**src/rtl/nwc_pkg.sv**
```systemverilog
`timescale 1ns / 1ps
`default_nettype none
// ---------------------------------------------------------------------------
// nwc_pkg
// Shared types, codes and helpers for the normalized window convolution.
// ---------------------------------------------------------------------------
package nwc_pkg;

	localparam int MAX_EXTENT = 7;
	localparam int TAP_SIDE   = 2 * MAX_EXTENT + 1;
	localparam int TAP_DEPTH  = TAP_SIDE * TAP_SIDE;
	localparam int TAP_AW     = 8;
	localparam int FRAME_AW   = 16;
	localparam int PLANES     = 4;
	localparam int ACC_W      = 36;
	localparam int REM_W      = ACC_W - 8;

	localparam logic [1:0] OP_LOAD_TAP = 2'd0;
	localparam logic [1:0] OP_STORE    = 2'd1;
	localparam logic [1:0] OP_COMPUTE  = 2'd2;

	localparam logic [2:0] CFG_WIDTH  = 3'd0;
	localparam logic [2:0] CFG_HEIGHT = 3'd1;
	localparam logic [2:0] CFG_LEFT   = 3'd2;
	localparam logic [2:0] CFG_TOP    = 3'd3;
	localparam logic [2:0] CFG_RIGHT  = 3'd4;
	localparam logic [2:0] CFG_BOTTOM = 3'd5;

	typedef enum logic [2:0] {
		ST_IDLE,
		ST_WALK,
		ST_DRAIN,
		ST_SAT,
		ST_DIV,
		ST_FIN
	} nwc_state_t;

	typedef struct packed {
		logic       wr_tap;
		logic       wr_pix;
		logic       start;
		logic       issue;
		logic [3:0] row;
		logic [3:0] col;
		logic [7:0] tap_idx;
		logic       div_init;
		logic       div_step;
		logic [2:0] div_bit;
		logic       load_out;
	} nwc_cmd_t;

	typedef struct packed {
		logic [2:0] ext_l;
		logic [2:0] ext_t;
		logic [2:0] ext_r;
		logic [2:0] ext_b;
		logic       out_free;
	} nwc_stat_t;

	// Mirror without repeating the edge, then clamp into 0..n-1.
	function automatic logic [7:0] mirror(input logic signed [10:0] c,
			input logic [8:0] n);
		logic signed [10:0] v;
		logic signed [10:0] lim;
		v   = c;
		lim = $signed({2'b00, n}) - 11'sd1;
		if (v < 0)
			v = -v;
		if (v > lim)
			v = (lim <<< 1) - v;
		if (v < 0)
			v = 11'sd0;
		if (v > lim)
			v = lim;
		return v[7:0];
	endfunction

	function automatic logic [8:0] clamp_size(input logic [8:0] s);
		if (s == 9'd0)
			return 9'd1;
		else if (s > 9'd256)
			return 9'd256;
		else
			return s;
	endfunction

endpackage
`default_nettype wire

```
**src/rtl/nwc_ctrl.sv**
```systemverilog
`timescale 1ns / 1ps
`default_nettype none
// ---------------------------------------------------------------------------
// nwc_ctrl
// Sequencer: load and store decode, window walk, divide steps and result hand-off.
// ---------------------------------------------------------------------------
module nwc_ctrl
	import nwc_pkg::*;
(
	input  wire logic       clk,
	input  wire logic       arst_n,
	input  wire logic       req_valid,
	input  wire logic [1:0] req_op,
	output logic            req_ready,
	input  wire nwc_stat_t  stat,
	output nwc_cmd_t        cmd
);

	nwc_state_t state_q, state_d;
	logic [3:0] row_q, col_q;
	logic [7:0] tap_q;
	logic [2:0] bit_q;
	logic [3:0] row_last, col_last;

	assign row_last = {1'b0, stat.ext_t} + {1'b0, stat.ext_b};
	assign col_last = {1'b0, stat.ext_l} + {1'b0, stat.ext_r};

	always_ff @(posedge clk or negedge arst_n) begin
		if (!arst_n)
			state_q <= ST_IDLE;
		else
			state_q <= state_d;
	end

	always_ff @(posedge clk or negedge arst_n) begin
		if (!arst_n) begin
			row_q <= '0;
			col_q <= '0;
			tap_q <= '0;
			bit_q <= '0;
		end else begin
			if (cmd.start) begin
				row_q <= '0;
				col_q <= '0;
				tap_q <= '0;
			end else if (cmd.issue) begin
				tap_q <= tap_q + 8'd1;
				if (col_q == col_last) begin
					col_q <= '0;
					row_q <= row_q + 4'd1;
				end else begin
					col_q <= col_q + 4'd1;
				end
			end
			if (cmd.div_init)
				bit_q <= 3'd7;
			else if (cmd.div_step)
				bit_q <= bit_q - 3'd1;
		end
	end

	always_comb begin
		state_d      = state_q;
		req_ready    = 1'b0;
		cmd          = '0;
		cmd.row      = row_q;
		cmd.col      = col_q;
		cmd.tap_idx  = tap_q;
		cmd.div_bit  = bit_q;
		case (state_q)
			ST_IDLE: begin
				req_ready = 1'b1;
				if (req_valid) begin
					case (req_op)
						OP_LOAD_TAP: cmd.wr_tap = 1'b1;
						OP_STORE:    cmd.wr_pix = 1'b1;
						OP_COMPUTE: begin
							cmd.start = 1'b1;
							state_d   = ST_WALK;
						end
						default: ;
					endcase
				end
			end
			ST_WALK: begin
				cmd.issue = 1'b1;
				if (row_q == row_last && col_q == col_last)
					state_d = ST_DRAIN;
			end
			ST_DRAIN: state_d = ST_SAT;
			ST_SAT: begin
				cmd.div_init = 1'b1;
				state_d      = ST_DIV;
			end
			ST_DIV: begin
				cmd.div_step = 1'b1;
				if (bit_q == 3'd0)
					state_d = ST_FIN;
			end
			ST_FIN: begin
				if (stat.out_free) begin
					cmd.load_out = 1'b1;
					state_d      = ST_IDLE;
				end
			end
			default: state_d = ST_IDLE;
		endcase
	end

endmodule
`default_nettype wire

```
**config.mk**
```make
export PLATFORM = sky130hd
export DESIGN_NAME = nwc_ctrl
export DESIGN_NICKNAME = d
export VERILOG_FILES = /design/src/rtl/nwc_pkg.sv /design/src/rtl/nwc_ctrl.sv
export SDC_FILE = /design/constraint.sdc
export NUM_CORES = 1
export LEC_CHECK = 0
export ABC_AREA = 1
export BUFFER_PORTS_ARGS = -buffer_cell sky130_fd_sc_hd__buf_2
export CAP_MARGIN = 20
export CORE_MARGIN = 5
export CORE_UTILIZATION = 35
export CTS_CLUSTER_DIAMETER = 60
export DETAILED_ROUTE_END_ITERATION = 16
export SYNTH_ARGS = -nofsm -noshare
export SYNTH_HDL_FRONTEND = slang
export SYNTH_SLANG_ARGS = --single-unit
export TNS_END_PERCENT = 10
```
**constraint.sdc**
```tcl
create_clock -name clk -period 2.1 [get_ports clk]
set_clock_uncertainty 0.1 [all_clocks]
set_input_delay 0.21 -clock clk [delete_from_list [all_inputs] [get_ports clk]]
set_output_delay 0.21 -clock clk [all_outputs]
set_load 0.03 [all_outputs]
```
Word level (Yosys, flattened, before mapping)
Index checks and enable logic that the tools add are counted.
{"block": "op_classes", "mux": 27, "reduce_logical": 9, "addsub": 6, "eq_ne": 14}
{"op": "2-to-1 mux 3 bit", "n": 9}
{"op": "2-to-1 mux 4 bit", "n": 6}
{"op": "case mux 3 bit (6 select lines)", "n": 1}
{"op": "2-to-1 mux 8 bit", "n": 2}
{"op": "2-to-1 mux 1 bit", "n": 9}
{"op": "adder 3 x 3 -> 4 bit", "n": 2}
{"op": "adder 4 x 1 -> 4 bit (second input constant)", "n": 2}
{"op": "adder 8 x 1 -> 8 bit (second input constant)", "n": 1}
{"op": "== test 4 bit", "n": 2}
{"op": "!= test 2 bit (second input constant)", "n": 4}
{"op": "== test 3 x 2 -> 1 bit (second input constant)", "n": 2}
{"op": "== test 3 bit (second input constant)", "n": 2}
{"op": "logical NOT 3 bit", "n": 2}
{"op": "nonzero test 2 bit", "n": 3}
{"op": "AND reduction 5 bit", "n": 1}
{"op": "== test 3 x 1 -> 1 bit (second input constant)", "n": 1}
{"op": "subtractor 3 x 1 -> 3 bit (second input constant)", "n": 1}
{"op": "== test 2 x 1 -> 1 bit (second input constant)", "n": 1}
{"op": "== test 2 bit (second input constant)", "n": 1}
{"op": "logical NOT 2 bit", "n": 1}
{"op": "!= test 2 x 1 -> 1 bit (second input constant)", "n": 1}
{"op": "AND reduction 2 bit", "n": 1}
{"op": "logical AND 1 bit", "n": 1}
{"block": "word_totals", "elab_cells": 61, "inputBits": 18, "register_bits": 22}

Logic depth before layout (Yosys ltp)
{"block": "depth", "word_depth": 6, "mapped_depth": 14, "mapped_depth_nobuf": 14}

Least setup slack after synthesis
Ideal clock, no wire load.
{"block": "synth_path", "path_kind": "flip-flop to output port", "startpoint": "register state_q[0]", "endpoint": "output port cmd[24] (netlist bit)", "slack_ps": 80, "required_ps": 1790, "n_path_buf": 0, "t_arrival_ps": 1710, "path_stages_with_launch": 6, "cell_sequence": "dfrtp_1 inv_2 nand2_4 nor2_8 inv_1 nor4_1"}
{"item": "start, declared", "line_no": "nwc_ctrl.sv:19", "source": "nwc_state_t state_q, state_d;"}
{"item": "start signal, assigned", "line_no": "nwc_ctrl.sv:32", "source": "state_q <= state_d;"}
{"item": "end, declared", "line_no": "nwc_ctrl.sv:16", "source": "output nwc_cmd_t cmd"}

==> metrics <==
status finished, final reports clean; Die ar. 6060 um^2; Placed Area about 1900 um^2; count leader, synth nand2_1; Final period util roughly nine tenths; synth cell count leaders nand2_1, inv_1, dfrtp_1; Critical Path RT between 1.5 and 2 ns; crit path cell chain inv_2 -> nand2_4 -> nor2_8 -> nand4_4 -> inv_2 -> buf_2; clock slew at reported path FFs 0.07 ns; Yosys cell types 29; Least-Margin Pin Slew just under 0.5 ns; number of buffers created by CTS 3; post-layout util 44.0%; main combinational cell family by area after synthesis simple AND/OR/NAND/NOR gates; CP max FO 10; fin area between 1500 and 2000 um^2; WP buf/inv 3; largest net degree at the start of global routing 23; number of global-route vias before repair approximately 1400; row count 24; root buffer cell clkbuf_8; Initial Utilization a little over a third; FF-to-FF setup slack between 0.3 and 0.4 ns; layout cells sized above 1 23.4%; Post-CTS Resized 0; post-synthesis compound-gate area fraction under 10%; post-route minimum period ~1.9 ns; I/O pin count between 40 and 50; area leader, netlist dfrtp_1; crit path DAT around 1.6 ns; Max IR drop VDD 676 uV; first-pass GRT wire length between 5000 and 6000 um; Mapped Cells 221; GP Congestion 0.750; grt ovf 0; Avg Cell Area, Syn 7.29 um^2; post-synth net total approximately 250; yosys warns 0; DRC 0; synth top area cells dfrtp_1, nand2_1, inv_1; Synth Area in Simple Gates 33.4%; fmax between 500 and 600 MHz; RSZ-0062 raised after global routing false; final wirelength between 3000 and 4000 um; Clock Tree Buf Depth 2; DP HPWL roughly 2800 um; hold path depth 4; Layout area overhead 20.7%; drt pass-1 iters 4; CTS tree built; Iter 0 DRT Violations 48; share of the synthesized area in the top cell type ~34%; Avg WL per Cell approximately 11 um; slowest CP cell dfrtp_1; vias approximately 1500; #FFs+latches synth 22; Slew Limit Fails 0; xor/xnor share of the synthesized area 2.72%; non-filler cells, final roughly 320; Register-to-Register Path Depth 9; Hold/Removal Path Class in -> reg; final setup violation count 0; Port Buffers 44; maxcap violations 0; Synth Area in Adders between 10% and 20%; Total GRT Usage ~11%; core area between 4000 and 5000 um^2; Inst Count DP between 300 and 400; # nets final 302; clock latency on the worst-skew pair 0.25 ns; Max-slew headroom ~68%; endpoint with the worst hold slack state_q[0]; DR vias/cell between 4 and 5; Pleak ~1.1 nW; multiplexer share of the synthesized area 0%; CTS sink count 22; Worst setup EP type output port; asr flop ratio synth 100%; Post-synth EDFFs 0; CP delay by family, top buffers and inverters; Top FF cell, synth dfrtp_1; Syn Std Cell Area ~1600 um^2; WS Path Type reg -> out; hold path start stat[0]; R2R Path Start state_q[0]; antenna cells 0; Die Span Y about 78 um; crit-path max cell delay about 0.44 ns; Setup TNS 0 ns; FF-to-FF End row_q[2]; initial antenna violation count 0; Final ANT Viol Nets 0; Final Power 2.53 mW; Die W a little under 80 um; register area share after synthesis approximately a third; P per Cell Area roughly 1300 nW/um^2; H-tree levels 1; most used cell, CP inv_2; Fin. Hold Viols 0; crit start category flop
[state kept, by name, indices dropped and copies added, names as in the netlist]
signal,count
tap_q,8
row_q,4
bit_q,3
state_q,3
col_q,4
[worst max-delay path by stage]
stage	startpoint	depth (start not counted)	end
after CTS	state_q[0]	6	cmd[23]
after floorplan	state_q[0]	5	cmd[24]
after detailed placement	stat[4]	13	state_q[0]
after global placement	stat[4]	13	state_q[0]
after global routing	state_q[0]	6	cmd[23]
final	state_q[0]	6	cmd[23]
[kinds of logic after synthesis]
logic type / after synthesis
xor gates and xnor gates: 5
adders and majority gates: 13
and+or+nand+nor: 113
buffers and inverters: 45
DFF: 22
AOI/OAI and AO/OA: 23
[tightest hold or removal path, stage by stage]
cell      delay, ns
buf_2          0.08
nor2_1         0.05
inv_1          0.05
o211ai_1       0.07
[layout make-up]
type	instances	area [um^2]
Tap cell	52	65.1
Inverter	44	165
Multi-Input combinational cell	154	885
Fill cell	474	2470
Timing Repair Buffer	46	238
Clock buffer	3	41.3
Sequential cell	22	551
[what timing repair did]
item	in CTS	in global routing
buffers inserted	0	0
hold buffers	1	0
hold endpoints to repair	22	0
[per-stage QoR]
| stage | setup slack [ns] | hold WS [ns] |
|---|---|---|
| 6_report | 0.240 | 0.162 |
| 5_1_grt | 0.122 | 0.197 |
| 4_1_cts | 0.208 | 0.162 |
| 3_5_place_dp | 0.136 | 0.107 |
| 3_3_place_gp | 0.135 | 0.109 |
| 2_1_floorplan | 0.0803 | -0.186 |
[layer usage]
| metal | GRT usage (%) | vias to the layer above | routed length (um) |
|---|---|---|---|
| li1 | - | 801 | - |
| met3 | 1.85 | 4 | 181 |
| met2 | 17.4 | 35 | 1490 |
| met1 | 15.4 | 663 | 1750 |
| met5 | 0 | - | 0 |
| met4 | 3.09 | 0 | 36 |
[placed cells by master, fill, tap and decap left out, types with 2 or more instances in the layout]
master / instances
inv_1: 40
nand2_2: 2
nor2_2: 3
buf_2: 44
dfrtp_1: 22
o211ai_1: 2
o21ai_0: 12
clkbuf_8: 3
nor4_1: 2
inv_2: 4
xor2_1: 4
nand4_1: 5
nor2_1: 19
ha_1: 11
nand2_1: 54
nor3_1: 5
a21oi_1: 7
nand3_1: 15
fa_1: 2
[power by group]
group | switching [mW] | total [mW] | internal [mW]
Sequential | 0.189 | 0.785 | 0.596
Clock | 0.127 | 0.254 | 0.128
Combinational | 1.02 | 1.49 | 0.464
Total | 1.34 | 2.53 | 1.19
No activity file was read; power rests on OpenSTA's default activity.
